$ cat src/rtl/mkte_pkg.sv
// Shared types, codes and the letter table for the multi-tap text entry block.
// No dependencies; every other file in rtl/ imports this package.
`timescale 1ns / 1ps
`default_nettype none

package mkte_pkg;

    localparam int LINE_CHARS_DEF = 8;
    localparam int MAX_IDX_W      = 6;

    localparam logic [1:0] OP_KEY    = 2'd0;
    localparam logic [1:0] OP_TOGGLE = 2'd1;
    localparam logic [1:0] OP_CLEAR  = 2'd2;

    localparam logic [2:0] ACT_APPEND    = 3'd0;
    localparam logic [2:0] ACT_OVERWRITE = 3'd1;
    localparam logic [2:0] ACT_SHIFT     = 3'd2;
    localparam logic [2:0] ACT_CLEAR     = 3'd3;
    localparam logic [2:0] ACT_TOGGLE    = 3'd4;
    localparam logic [2:0] ACT_IGNORE    = 3'd5;

    localparam logic [7:0] CH_SPACE = 8'h20;
    localparam logic [7:0] CH_ZERO  = 8'h30;

    typedef logic [7:0] t_char;

    typedef struct packed {
        logic                 we;
        logic                 shift;
        logic                 clear;
        logic [MAX_IDX_W-1:0] idx;
        t_char                data;
    } t_store_cmd;

    typedef struct packed {
        logic [2:0] action;
        t_char      char_code;
        logic [2:0] position;
        logic [3:0] text_length;
        logic       digit_mode;
    } t_result;

    function automatic t_char letter_of(input logic [3:0] key, input logic [1:0] tap);
        logic [23:0] trio;
        case (key)
            4'd1: begin
                trio = ".QZ";
            end
            4'd2: begin
                trio = "ABC";
            end
            4'd3: begin
                trio = "DEF";
            end
            4'd4: begin
                trio = "GHI";
            end
            4'd5: begin
                trio = "JKL";
            end
            4'd6: begin
                trio = "MNO";
            end
            4'd7: begin
                trio = "PRS";
            end
            4'd8: begin
                trio = "TUV";
            end
            4'd9: begin
                trio = "WXY";
            end
            default: begin
                trio = 24'd0;
            end
        endcase
        case (tap)
            2'd0: begin
                return trio[23:16];
            end
            2'd1: begin
                return trio[15:8];
            end
            default: begin
                return trio[7:0];
            end
        endcase
    endfunction

endpackage

`default_nettype wire

$ cat src/rtl/mkte_store.sv
// Line store: LINE_CHARS character cells with write, shift-left-and-write and clear.
// Depends on mkte_pkg for the command struct and the space code.
`timescale 1ns / 1ps
`default_nettype none

module mkte_store #(
    parameter int LINE_CHARS = mkte_pkg::LINE_CHARS_DEF
) (
    input  wire                  i_clk,
    input  wire                  i_rst_n,
    input  mkte_pkg::t_store_cmd i_cmd
);
    import mkte_pkg::*;

    localparam int IW = (LINE_CHARS > 1) ? $clog2(LINE_CHARS) : 1;

    t_char r_cells [LINE_CHARS];

    always_ff @(posedge i_clk) begin
        if (!i_rst_n || i_cmd.clear) begin
            for (int i = 0; i < LINE_CHARS; i++) begin
                r_cells[i] <= CH_SPACE;
            end
        end else if (i_cmd.shift) begin
            for (int i = 0; i < LINE_CHARS - 1; i++) begin
                r_cells[i] <= r_cells[i+1];
            end
            r_cells[LINE_CHARS-1] <= i_cmd.data;
        end else if (i_cmd.we) begin
            r_cells[i_cmd.idx[IW-1:0]] <= i_cmd.data;
        end
    end

    a_cmd_exclusive: assert property (@(posedge i_clk) disable iff (!i_rst_n)
        $onehot0({i_cmd.we, i_cmd.shift, i_cmd.clear}))
        else $error("store got more than one command");

    a_clear_spaces: assert property (@(posedge i_clk) disable iff (!i_rst_n)
        i_cmd.clear |=> (r_cells[0] == CH_SPACE) && (r_cells[LINE_CHARS-1] == CH_SPACE))
        else $error("store not blank after clear");

endmodule

`default_nettype wire

$ cat src/rtl/mkte_ctrl.sv
// Entry control: mode, previous key, tap count and fill count, plus the per-beat decode
// that forms the result and the store command. Depends on mkte_pkg.
`timescale 1ns / 1ps
`default_nettype none

module mkte_ctrl #(
    parameter int LINE_CHARS = mkte_pkg::LINE_CHARS_DEF
) (
    input  wire                  i_clk,
    input  wire                  i_rst_n,
    input  wire                  i_fire,
    input  wire  [1:0]           i_opcode,
    input  wire  [3:0]           i_key,
    output mkte_pkg::t_result    o_res,
    output mkte_pkg::t_store_cmd o_cmd
);
    import mkte_pkg::*;

    localparam int FW = $clog2(LINE_CHARS + 1);
    localparam int IW = (LINE_CHARS > 1) ? $clog2(LINE_CHARS) : 1;

    logic          r_mode;
    logic [3:0]    r_prev;
    logic [1:0]    r_tap;
    logic [FW-1:0] r_fill;

    logic          n_mode;
    logic [3:0]    n_prev;
    logic [1:0]    n_tap;
    logic [FW-1:0] n_fill;

    logic          key_ok;
    logic          do_append;
    logic [1:0]    tap_inc;
    t_char         ch;
    logic [IW-1:0] pos;
    logic [2:0]    act;
    t_store_cmd    cmd;

    assign key_ok  = (i_key >= 4'd1) && (i_key <= 4'd9);
    assign tap_inc = (r_tap == 2'd2) ? 2'd0 : r_tap + 2'd1;

    always_comb begin
        n_mode    = r_mode;
        n_prev    = r_prev;
        n_tap     = r_tap;
        n_fill    = r_fill;
        do_append = 1'b0;
        ch        = '0;
        pos       = '0;
        act       = ACT_IGNORE;
        cmd       = '0;
        case (i_opcode)
            OP_TOGGLE: begin
                n_mode = ~r_mode;
                n_tap  = 2'd0;
                n_prev = 4'd0;
                act    = ACT_TOGGLE;
            end
            OP_CLEAR: begin
                cmd.clear = 1'b1;
                n_fill    = '0;
                n_tap     = 2'd0;
                n_prev    = 4'd0;
                act       = ACT_CLEAR;
            end
            OP_KEY: begin
                if (key_ok) begin
                    n_prev = i_key;
                    if (r_mode) begin
                        ch        = CH_ZERO + {4'd0, i_key};
                        do_append = 1'b1;
                    end else if (r_prev == i_key && r_fill != '0) begin
                        n_tap    = tap_inc;
                        ch       = letter_of(i_key, tap_inc);
                        pos      = IW'(r_fill - FW'(1));
                        cmd.we   = 1'b1;
                        cmd.idx  = MAX_IDX_W'(pos);
                        cmd.data = ch;
                        act      = ACT_OVERWRITE;
                    end else begin
                        n_tap     = 2'd0;
                        ch        = letter_of(i_key, 2'd0);
                        do_append = 1'b1;
                    end
                end
            end
            default: begin
                act = ACT_IGNORE;
            end
        endcase
        if (do_append) begin
            cmd.data = ch;
            if (r_fill == FW'(LINE_CHARS)) begin
                cmd.shift = 1'b1;
                pos       = IW'(LINE_CHARS - 1);
                act       = ACT_SHIFT;
            end else begin
                pos     = IW'(r_fill);
                cmd.we  = 1'b1;
                cmd.idx = MAX_IDX_W'(pos);
                n_fill  = r_fill + FW'(1);
                act     = ACT_APPEND;
            end
        end
    end

    assign o_res.action      = act;
    assign o_res.char_code   = ch;
    assign o_res.position    = 3'(pos);
    assign o_res.text_length = 4'(n_fill);
    assign o_res.digit_mode  = n_mode;

    assign o_cmd.we    = cmd.we & i_fire;
    assign o_cmd.shift = cmd.shift & i_fire;
    assign o_cmd.clear = cmd.clear & i_fire;
    assign o_cmd.idx   = cmd.idx;
    assign o_cmd.data  = cmd.data;

    always_ff @(posedge i_clk) begin
        if (!i_rst_n) begin
            r_mode <= 1'b0;
            r_prev <= 4'd0;
            r_tap  <= 2'd0;
            r_fill <= '0;
        end else if (i_fire) begin
            r_mode <= n_mode;
            r_prev <= n_prev;
            r_tap  <= n_tap;
            r_fill <= n_fill;
        end
    end

    a_fill_bound: assert property (@(posedge i_clk) disable iff (!i_rst_n)
        r_fill <= FW'(LINE_CHARS))
        else $error("fill count past line length");

    a_tap_mod3: assert property (@(posedge i_clk) disable iff (!i_rst_n)
        r_tap != 2'd3)
        else $error("tap count out of range");

    a_clear_state: assert property (@(posedge i_clk) disable iff (!i_rst_n)
        (i_fire && i_opcode == OP_CLEAR) |=> (r_fill == '0) && (r_prev == 4'd0))
        else $error("clear did not reset line state");

endmodule

`default_nettype wire

$ cat src/rtl/mkte_outq.sv
// Two-entry result queue between the decode and the output channel.
// Depends on mkte_pkg for the result struct.
`timescale 1ns / 1ps
`default_nettype none

module mkte_outq (
    input  wire               i_clk,
    input  wire               i_rst_n,
    input  wire               i_push,
    input  mkte_pkg::t_result i_data,
    output logic              o_ready,
    output logic              o_valid,
    input  wire               i_stall,
    output mkte_pkg::t_result o_data
);
    import mkte_pkg::*;

    t_result    r_mem [2];
    logic       r_wp;
    logic       r_rp;
    logic [1:0] r_count;
    logic [1:0] n_count;
    logic       pop;

    assign o_ready = (r_count != 2'd2);
    assign o_valid = (r_count != 2'd0);
    assign o_data  = r_mem[r_rp];
    assign pop     = o_valid && !i_stall;

    always_comb begin
        case ({i_push, pop})
            2'b10: begin
                n_count = r_count + 2'd1;
            end
            2'b01: begin
                n_count = r_count - 2'd1;
            end
            default: begin
                n_count = r_count;
            end
        endcase
    end

    always_ff @(posedge i_clk) begin
        if (i_push) begin
            r_mem[r_wp] <= i_data;
        end
    end

    always_ff @(posedge i_clk) begin
        if (!i_rst_n) begin
            r_wp    <= 1'b0;
            r_rp    <= 1'b0;
            r_count <= 2'd0;
        end else begin
            r_count <= n_count;
            if (i_push) begin
                r_wp <= ~r_wp;
            end
            if (pop) begin
                r_rp <= ~r_rp;
            end
        end
    end

    a_no_overflow: assert property (@(posedge i_clk) disable iff (!i_rst_n)
        !(i_push && r_count == 2'd2))
        else $error("push into full result queue");

endmodule

`default_nettype wire

$ cat src/rtl/multitap_keypad_text_entry.sv
// Multi-tap keypad text entry, top level: input register, entry control, line store,
// result queue. Depends on mkte_pkg, mkte_ctrl, mkte_store and mkte_outq.
//
//   channel | dir | handshake               | beat fields
//   --------+-----+-------------------------+---------------------------------------------
//   in      | in  | i_in_valid / o_in_stall | i_opcode, i_key_number
//   out     | out | o_out_valid/ i_out_stall| o_action, o_char_code, o_position,
//           |     |                         | o_text_length, o_digit_mode
//
// One beat per cycle sustained while the output is not stalled; a result passes through
// the input register, then is decoded into the result queue.
// Reset: synchronous, active low; letter mode, empty line, store all spaces.
// A stalled output fills the two-entry queue, then the input register holds and
// o_in_stall rises; nothing is dropped.
`timescale 1ns / 1ps
`default_nettype none

module multitap_keypad_text_entry #(
    parameter int LINE_CHARS = mkte_pkg::LINE_CHARS_DEF
) (
    input  wire        i_clk,
    input  wire        i_rst_n,
    input  wire        i_in_valid,
    output logic       o_in_stall,
    input  wire  [1:0] i_opcode,
    input  wire  [3:0] i_key_number,
    output logic       o_out_valid,
    input  wire        i_out_stall,
    output logic [2:0] o_action,
    output logic [7:0] o_char_code,
    output logic [2:0] o_position,
    output logic [3:0] o_text_length,
    output logic       o_digit_mode
);
    import mkte_pkg::*;

    logic       r_in_valid;
    logic [1:0] r_opcode;
    logic [3:0] r_key;

    logic       in_acc;
    logic       fire;
    logic       q_ready;
    t_result    res;
    t_result    q_data;
    t_store_cmd cmd;

    assign fire       = r_in_valid && q_ready;
    assign o_in_stall = r_in_valid && !q_ready;
    assign in_acc     = i_in_valid && !o_in_stall;

    always_ff @(posedge i_clk) begin
        if (!i_rst_n) begin
            r_in_valid <= 1'b0;
        end else if (in_acc) begin
            r_in_valid <= 1'b1;
        end else if (fire) begin
            r_in_valid <= 1'b0;
        end
    end

    always_ff @(posedge i_clk) begin
        if (in_acc) begin
            r_opcode <= i_opcode;
            r_key    <= i_key_number;
        end
    end

    mkte_ctrl #(
        .LINE_CHARS(LINE_CHARS)
    ) u_ctrl (
        .i_clk    (i_clk),
        .i_rst_n  (i_rst_n),
        .i_fire   (fire),
        .i_opcode (r_opcode),
        .i_key    (r_key),
        .o_res    (res),
        .o_cmd    (cmd)
    );

    mkte_store #(
        .LINE_CHARS(LINE_CHARS)
    ) u_store (
        .i_clk   (i_clk),
        .i_rst_n (i_rst_n),
        .i_cmd   (cmd)
    );

    mkte_outq u_outq (
        .i_clk   (i_clk),
        .i_rst_n (i_rst_n),
        .i_push  (fire),
        .i_data  (res),
        .o_ready (q_ready),
        .o_valid (o_out_valid),
        .i_stall (i_out_stall),
        .o_data  (q_data)
    );

    assign o_action      = q_data.action;
    assign o_char_code   = q_data.char_code;
    assign o_position    = q_data.position;
    assign o_text_length = q_data.text_length;
    assign o_digit_mode  = q_data.digit_mode;

endmodule

`default_nettype wire
$ cat config.mk
export PLATFORM = sky130hd
export DESIGN_NAME = multitap_keypad_text_entry
export DESIGN_NICKNAME = d
export VERILOG_FILES = /design/src/rtl/mkte_pkg.sv /design/src/rtl/mkte_store.sv /design/src/rtl/mkte_ctrl.sv /design/src/rtl/mkte_outq.sv /design/src/rtl/multitap_keypad_text_entry.sv
export SDC_FILE = /design/constraint.sdc
export NUM_CORES = 1
export LEC_CHECK = 0
export ABC_AREA = 1
export BUFFER_PORTS_ARGS = -buffer_cell sky130_fd_sc_hd__buf_2
export CORE_UTILIZATION = 50
export CTS_CLUSTER_DIAMETER = 80
export DETAILED_ROUTE_END_ITERATION = 16
export GPL_ROUTABILITY_DRIVEN = 1
export PLACE_DENSITY = 0.72
export SLEW_MARGIN = 10
export SYNTH_ARGS = -nofsm -noshare
export SYNTH_HDL_FRONTEND = slang
export SYNTH_HIERARCHICAL = 1
export SYNTH_SLANG_ARGS = --single-unit
$ cat constraint.sdc
create_clock -name i_clk -period 2.55 [get_ports i_clk]
set_clock_uncertainty 0.2 [all_clocks]
set_input_delay 0.1275 -clock i_clk [delete_from_list [all_inputs] [get_ports i_clk]]
set_output_delay 0.1275 -clock i_clk [all_outputs]
set_load 0.005 [all_outputs]
==> out/results.ini, run 1 <==
[timing]
finalMaxSlewViolations=0
fin_tns_setup_ps=0
setup_viol=0
period_share_pct=93.0
rsz0062_at_grt=no
final.hold.worst_slack_ps=278
slew_headroom_pct=65.7
max_freq_mhz=422
hold_violations=0
final_critical_path_setup_slack_ps=180
min_period_ps=2370
max_slew.worst_pin.slew_ps=515

[placed_design]
dp_hpwl_um=4830
final_wtd_congestion=0.872
detailed_place.area_um2=3550
dp_cells=462
portBuffers=30
place_ws_ps=200

[cells_and_area]
post_route_cells_drive_above_1_share_pct=21.9
finish.net_count=427
final_core_utilization_pct=59.8
register_area_um2=1660
antenna_cells_inserted=0
layout_common_cells=sky130_fd_sc_hd__nand2_1 (80), sky130_fd_sc_hd__edfxtp_1 (44), sky130_fd_sc_hd__nor2_1 (38)
area_growth_pct=14.6
multi_input_comb_area_um2=1440
layoutNonFillerInstCount=488
postLayoutCellArea_um2=3840
final.fill_count=569
mostFrequentLayoutCell=sky130_fd_sc_hd__nand2_1

[global_route]
first_global_vias=2465
total_congestion_overflow=0
grt_start_max_net_pins=20
wire_length_of_the_first_global_routing_pass_um=11000
grtUsageTotal_pct=20.4
antenna_found_initial=0

[synthesis]
syn-mean-instance-area_um2=9.33
synth.cell_area_um2=3350
syn-instance-count=359
synth.net_count=380
ys.warnings.count=6

[routing]
avgViaCountPerCell=5.22
final_antenna_net_count=0
dr_iter_0_viols=156
routed_wirelength_um=6610
wire_per_inst_um=13.5
routed-via-count=2549
dr.pass1.iters=11
detail_route.drc_violations=4

[hold_path]
min_from=u_ctrl/r_prev[2]
hp-class=flop to flop
timing.hold.worst_path_depth=2

[critical_path]
cp.required_ps=2460
cp_cell_sequence=inv_1 > ha_1 > nand2_2 > nand2_1 > nand2_2 > nand2_2 > nand2_4 > inv_6 > nand2_2 > nor3_1
worst_path_most_repeated_cell=sky130_fd_sc_hd__nand2_2
worst_setup_path_end_kind=flop
arrival_ps=2280
timing.reg2reg.worst_path_depth=10
startpoint=r_key[0]
crit_slowest_cell=sky130_fd_sc_hd__edfxtp_1
critical_path.max_fanout=10
criticalPathCategory=flop to flop
rr_startpoint=r_key[0]
critPathLaunchType=flop
slowest_delay_ps=520

[clock_network]
cts.htree.levels=3
root_buffer=sky130_fd_sc_hd__clkbuf_8
worst_skew_late_latency_ps=340
clock_sink_count=61
post_cts.repair.setup_buffers=0
clk_pin_slew_ps=70
clock_path_buffers=2
cts_inserted_buffers=9
cts_tree=yes
post_cts_resized=0

[floorplan]
rows=29
io_pins=31
placeableCoreArea_um2=6420
die_span_x_um=83.9
die_h_um=83.9
die_area_um2=7030
initial_core_util_pct=52.2

[power]
ir_worst_vdd_v=0.000356
total_leakage_power_nw=1.68
power_density_nw_per_um2=648
finalPower_mw=2.49

[flow_run]
drv.max_cap_violation_count=0

[run_status]
status=complete, but fails checks
failed_checks=design-rule violations

## final cells by class
class,instances,area share (%)
repair buffers,44,7.30
clock inverters,5,1.56
well taps,77,2.51
clock buffers,11,3.42
inverters,42,4.50
multi-input cells,248,37.5
flip-flops and latches,61,43.3
## sequential cells by signal, indices dropped and copies added, names as in the netlist, named ones only
register        flops
u_ctrl/r_fill       4
u_ctrl/r_tap        2
u_ctrl/r_prev       4
r_key               4
r_opcode            2
u_ctrl/r_mode       1
u_outq/r_mem       38
u_outq/r_rp         1
r_in_valid          1
u_outq/r_wp         1
u_outq/r_count      2
## worst max-delay path: cells and delay by family, from the launching register on
family	cells	cell delay, ps
AND/OR/NAND/NOR	7	840
adder cells (fa/ha/maj)	1	220
buffers and inverters	2	360
flip-flops	1	520
## final timing paths
path / slack [ps] / endpoint
setup / recovery: 180 / u_outq/r_mem[1][14]
hold / removal: 280 / u_ctrl/r_prev[2]
setup reg to reg: 180 / u_outq/r_mem[1][14]
hold reg to reg: 280 / u_ctrl/r_prev[2]
## where the power goes
group          switching, mW  leakage, nW  internal [mW]
clock                  0.370       0.0939          0.455
combinational          0.274         1.03          0.207
sequential            0.0458        0.548           1.14
total                  0.690         1.68           1.80
## metal layers
layer | GRT usage (%) | wire [um]
met5 | 0 | 0
met4 | 9.56 | 51
met3 | 4.85 | 275
met2 | 34.6 | 3240
met1 | 24.3 | 3030
## timing repair
action | CTS | global route
hold buffers | 10 | 0
endpoints found under the setup margin | 0 | 0
endpoints found under the hold margin | 20 | 0
Power figures use the tool's default switching activity.
==> run 2: changes to the inputs <==
- ABC_AREA: 1 -> unset
==> run 2 against run 1 <==
- final area grew 2.3%
- combinational power grew 17%
- synthesized cell count shrank 18%
- clock power grew 14%
- critical endpoint is now u_outq/r_mem[1][4]
- cell count shrank 12%
- non-clock buffer count grew 16
- sequential share of layout area shrank 0.96 points
- critical path type unchanged
- the run now ends clean
- synthesized area shrank 0.67%
- critical path depth shrank 3
==> out/results.ini, run 2 <==
[clock_network]
cts.htree.levels=3  ; unchanged
worst_skew_late_latency_ps=350  ; about the same
cts_tree=yes
root_buffer=sky130_fd_sc_hd__clkbuf_8
clk_pin_slew_ps=80  ; about the same
clock_path_buffers=2  ; unchanged
clock_sink_count=61  ; unchanged
cts_inserted_buffers=9  ; unchanged

[critical_path]
rr_startpoint=r_key[0]
criticalPathCategory=flop to flop
cp.required_ps=2440  ; -20 ps
arrival_ps=2310  ; +30 ps
startpoint=r_key[0]
critical_path.max_fanout=12  ; +2
critPathLaunchType=flop
worst_setup_path_end_kind=flop

[routing]
wire_per_inst_um=14.9  ; +10%
dr_iter_0_viols=157  ; +0.64%
final_antenna_net_count=0  ; unchanged
dr.pass1.iters=4  ; -7
detail_route.drc_violations=0  ; -4
routed-via-count=2387  ; -6.4%
routed_wirelength_um=6390  ; -3.3%
avgViaCountPerCell=5.58  ; +6.8%

[run_status]
status=complete, no violations

[cells_and_area]
register_area_um2=1660  ; unchanged
final.fill_count=539  ; -5.3%
top_register=u_outq/r_mem
antenna_cells_inserted=0  ; unchanged
finish.net_count=367  ; -14%
largest_reg_flops=38  ; unchanged
multi_input_comb_area_um2=1510  ; +4.6%
area_growth_pct=18.0
mostFrequentLayoutCell=sky130_fd_sc_hd__edfxtp_1
final_core_utilization_pct=61.5  ; +1.7 points
layout_common_cells=sky130_fd_sc_hd__edfxtp_1 (44), sky130_fd_sc_hd__buf_2 (30), sky130_fd_sc_hd__nand2_1 (25)
post_route_cells_drive_above_1_share_pct=25.4  ; +3.5 points

[power]
ir_worst_vdd_v=0.000382  ; +7.3%
power_density_nw_per_um2=685  ; +5.8%
total_leakage_power_nw=1.52  ; -9.1%

[timing]
hold_violations=0  ; unchanged
fin_tns_setup_ps=0  ; unchanged
max_freq_mhz=414  ; -1.8%
rsz0062_at_grt=no
setup_viol=0  ; unchanged
slew_headroom_pct=66.0  ; +0.34 points
finalMaxSlewViolations=0  ; unchanged
min_period_ps=2410  ; +43.0 ps
period_share_pct=94.6  ; +1.7 points
max_slew.worst_pin.slew_ps=509  ; -6.12 ps

[placed_design]
dp_hpwl_um=4400  ; -8.8%
final_wtd_congestion=0.872  ; about the same
portBuffers=30  ; unchanged

[synthesis]
ys.warnings.count=6  ; unchanged
syn-instance-count=294  ; -18%
syn-mean-instance-area_um2=11.3  ; +21%
synth.net_count=315  ; -17%
synth.cell_area_um2=3330  ; -0.67%

[global_route]
antenna_found_initial=0  ; unchanged
first_global_vias=2262  ; -8.2%
grt_start_max_net_pins=21  ; +5.0%
total_congestion_overflow=0  ; unchanged
grtUsageTotal_pct=19.5  ; -0.90 points
wire_length_of_the_first_global_routing_pass_um=10600  ; -4.1%

[floorplan]
die_area_um2=6990  ; -0.65%
placeableCoreArea_um2=6390  ; -0.57%
initial_core_util_pct=52.1  ; -0.056 points
die_h_um=83.6  ; -0.33%
io_pins=31  ; unchanged
rows=29  ; unchanged
die_span_x_um=83.6  ; -0.33%

[flow_run]
drv.max_cap_violation_count=0  ; unchanged

[hold_path]
min_from=i_key_number[1]
hp-class=primary input to flop

[run 2: cell count changes in the layout (fill, tap and decap cells not counted), moves of 5 or more]
cell / change
sky130_fd_sc_hd__a31oi_1: +7
sky130_fd_sc_hd__buf_4: +15
sky130_fd_sc_hd__a21oi_1: -12
sky130_fd_sc_hd__nor2b_1: +7
sky130_fd_sc_hd__mux2_4: -10
sky130_fd_sc_hd__nor2_1: -23
sky130_fd_sc_hd__inv_1: -22
sky130_fd_sc_hd__nand3_1: -20
sky130_fd_sc_hd__nand2b_1: +5
sky130_fd_sc_hd__nand2_1: -55
sky130_fd_sc_hd__nand2_2: -6
sky130_fd_sc_hd__mux2_1: +12
[run 2: stage by stage]
stage | cells | hold WS, ps | setup slack (ps) | power, mW | area, um2
finish | 428 | 288 | 137 | 2.69 | 3930
global route | 428 | 283 | 13.6 | 2.83 | 3930
CTS | 426 | 268 | 82.0 | 2.71 | 3910
detailed placement | 399 | 106 | 25.7 | 1.75 | 3580
global placement | 399 | 104 | 155 | 1.75 | 3580
floorplan | 294 | 26.4 | 128 | 1.59 | 3330
[run 2: path summary, 6_finish.rpt]
path	endpoint	slack, ps	cells after the start
setup / recovery	u_outq/r_mem[1][4]	140	7
hold / removal	r_key[1]	290	2
setup reg to reg	u_outq/r_mem[1][4]	140	7
hold reg to reg	u_ctrl/r_prev[2]	300	1
[run 2: timing repair]
action,4_1_cts,5_1_grt
hold buffers,11,0
hold endpoints to repair,14,0
resized for setup,1,2
pin swaps,0,1
endpoints found under the setup margin,2,8
buffers inserted,0,2
[run 2: cell type report]
| cell class | instances | share of cell area [%] |
|---|---|---|
| sequential | 61 | 42.3 |
| clock inverter | 7 | 2.29 |
| inverter | 13 | 1.24 |
| clock buffer | 9 | 3.15 |
| tap | 77 | 2.45 |
| timing repair buffer | 60 | 10.3 |
| multi-input combinational | 201 | 38.3 |
[run 2: critical path, cell delays in order, from the launching register on]
cell                       delay [ps]
sky130_fd_sc_hd__edfxtp_1         430
sky130_fd_sc_hd__inv_1            180
sky130_fd_sc_hd__ha_1             200
sky130_fd_sc_hd__or4b_4           480
sky130_fd_sc_hd__o211ai_2         130
sky130_fd_sc_hd__a21oi_4          120
sky130_fd_sc_hd__buf_4            180
sky130_fd_sc_hd__a32o_1           240
[run 2: layer usage]
metal / share of wire [%] / GRT usage [%] / wire [um]
met1: 48 / 25.4 / 3090
met5: 0 / 0 / 0
met2: 45 / 30.2 / 2900
met3: 4.2 / 4.65 / 270
met4: 2.0 / 9.86 / 126
[run 2: report_power, final]
part	switching, mW	internal, mW	total (mW)
Clock	0.393	0.544	0.937
Sequential	0.0407	1.15	1.19
Combinational	0.294	0.273	0.566
==> run 3: changes to the inputs <==
- RECOVER_POWER: unset -> 100
==> run 3 against run 2 <==
- wire length is 0.27% higher
- fmax hardly changed
- total power is 0.63% lower
- via count is 0.25% higher
- first-iteration DRC count is 17% lower
- sequential power hardly changed
- setup slack worse by 1.6 ps
- clock-buffer cell count stayed put
- global-route usage stayed put
- critical endpoint unchanged
==> out/results.ini, run 3 (synthesized netlist as in run 2, its figures left out) <==
[run_status]
status=complete, no violations

[critical_path]
arrival_ps=2310  ; about the same
critical_path.max_fanout=12  ; unchanged
worst_setup_path_end_kind=flop
cp.required_ps=2440  ; about the same
startpoint=r_key[0]
critPathLaunchType=flop
rr_startpoint=r_key[0]
criticalPathCategory=flop to flop

[timing]
rsz0062_at_grt=no
final_critical_path_setup_slack_ps=135  ; -1.59 ps
fin_tns_setup_ps=0  ; unchanged
slew_headroom_pct=47.1  ; -19 points
max_freq_mhz=414  ; about the same
min_period_ps=2410  ; +1.59 ps
finalMaxSlewViolations=0  ; unchanged
max_slew.worst_pin.slew_ps=794  ; +286 ps
period_share_pct=94.7  ; about the same
hold_violations=0  ; unchanged
setup_viol=0  ; unchanged

[routing]
avgViaCountPerCell=5.59  ; +0.25%
wire_per_inst_um=15.0  ; +0.27%
final_antenna_net_count=0  ; unchanged
dr_iter_0_viols=131  ; -17%
dr.pass1.iters=4  ; unchanged
detail_route.drc_violations=0  ; unchanged
routed-via-count=2393  ; +0.25%
routed_wirelength_um=6400  ; +0.27%

[global_route]
first_global_vias=2262  ; unchanged
wire_length_of_the_first_global_routing_pass_um=10600  ; unchanged
grt_start_max_net_pins=21  ; unchanged
grtUsageTotal_pct=19.5  ; unchanged
antenna_found_initial=0  ; unchanged
total_congestion_overflow=0  ; unchanged

[floorplan]
io_pins=31  ; unchanged
die_h_um=83.6  ; unchanged
die_area_um2=6990  ; unchanged
rows=29  ; unchanged
initial_core_util_pct=52.1  ; unchanged
placeableCoreArea_um2=6390  ; unchanged
die_span_x_um=83.6  ; unchanged

[clock_network]
clock_sink_count=61  ; unchanged
root_buffer=sky130_fd_sc_hd__clkbuf_8
worst_skew_late_latency_ps=350  ; about the same
cts_inserted_buffers=9  ; unchanged
clk_pin_slew_ps=80  ; about the same
cts.htree.levels=3  ; unchanged
clock_path_buffers=2  ; unchanged
cts_tree=yes

[placed_design]
place_ws_ps=25.7  ; unchanged
portBuffers=30  ; unchanged
dp_hpwl_um=4400  ; unchanged
final_wtd_congestion=0.872  ; unchanged

[hold_path]
hp-class=primary input to flop
min_from=i_key_number[1]

[cells_and_area]
area_growth_pct=17.3
top_register=u_outq/r_mem
mostFrequentLayoutCell=sky130_fd_sc_hd__edfxtp_1
finish.net_count=367  ; unchanged
antenna_cells_inserted=0  ; unchanged
layout_common_cells=sky130_fd_sc_hd__edfxtp_1 (44), sky130_fd_sc_hd__buf_2 (26), sky130_fd_sc_hd__nand2_1 (25)
final_core_utilization_pct=61.1  ; -0.39 points
post_route_cells_drive_above_1_share_pct=23.4  ; -2.0 points
largest_reg_flops=38  ; unchanged

[power]
ir_worst_vdd_v=0.000380  ; -0.49%
total_leakage_power_nw=1.50  ; -1.6%
power_density_nw_per_um2=685  ; about the same
finalPower_mw=2.67  ; -0.63%

[flow_run]
drv.max_cap_violation_count=0  ; unchanged

run 3: cell type report:
| class | count | area (um2) |
|---|---|---|
| clock buffer | 9 | 124 |
| clock inverter | 7 | 90.1 |
| fill | 548 | 2480 |
| inverter | 13 | 48.8 |
| multi-input combinational | 201 | 1490 |
| sequential | 61 | 1660 |
| tap | 77 | 96.3 |
| timing repair buffer | 60 | 389 |
run 3: where the power goes:
part	switching, mW	internal, mW	leakage [nW]
combinational	0.291	0.259	0.841
sequential	0.0406	1.15	0.550
clock	0.392	0.544	0.107
run 3: routing by layer:
| metal | global-route usage [%] | share of wire, % |
|---|---|---|
| met5 | 0 | 0 |
| met3 | 4.65 | 4.6 |
| met2 | 30.2 | 45 |
| met1 | 25.4 | 48 |
| met4 | 9.86 | 2.1 |
run 3: critical path, cell delays in order (launching register included):
cell	delay, ps
sky130_fd_sc_hd__edfxtp_1	430
sky130_fd_sc_hd__inv_1	180
sky130_fd_sc_hd__ha_1	200
sky130_fd_sc_hd__or4b_4	480
sky130_fd_sc_hd__o211ai_2	130
sky130_fd_sc_hd__a21oi_4	120
sky130_fd_sc_hd__buf_4	180
sky130_fd_sc_hd__a32o_1	240
run 3: metrics by stage:
| stage | area, um2 | hold WS, ps | cells |
|---|---|---|---|
| after floorplan | 3330 | 26.4 | 294 |
| after global placement | 3580 | 104 | 399 |
| after detailed placement | 3580 | 106 | 399 |
| after CTS | 3910 | 268 | 426 |
| after global routing | 3900 | 283 | 428 |
| final | 3900 | 288 | 428 |
run 3: final timing paths:
path                             end  slack, ps  depth (start not counted)
setup / recovery  u_outq/r_mem[1][4]        140                          7
hold reg to reg     u_ctrl/r_prev[2]        300                          1
setup reg to reg  u_outq/r_mem[1][4]        140                          7
hold / removal              r_key[1]        290                          2
run 3: timing repair:
item / 4_1_cts / 5_1_grt
setup buffers: 0 / 2
gates resized for setup: 1 / 2
setup endpoints to repair: 2 / 8
hold endpoints to repair: 14 / 0
hold buffers: 11 / 0
pin swaps: 0 / 1
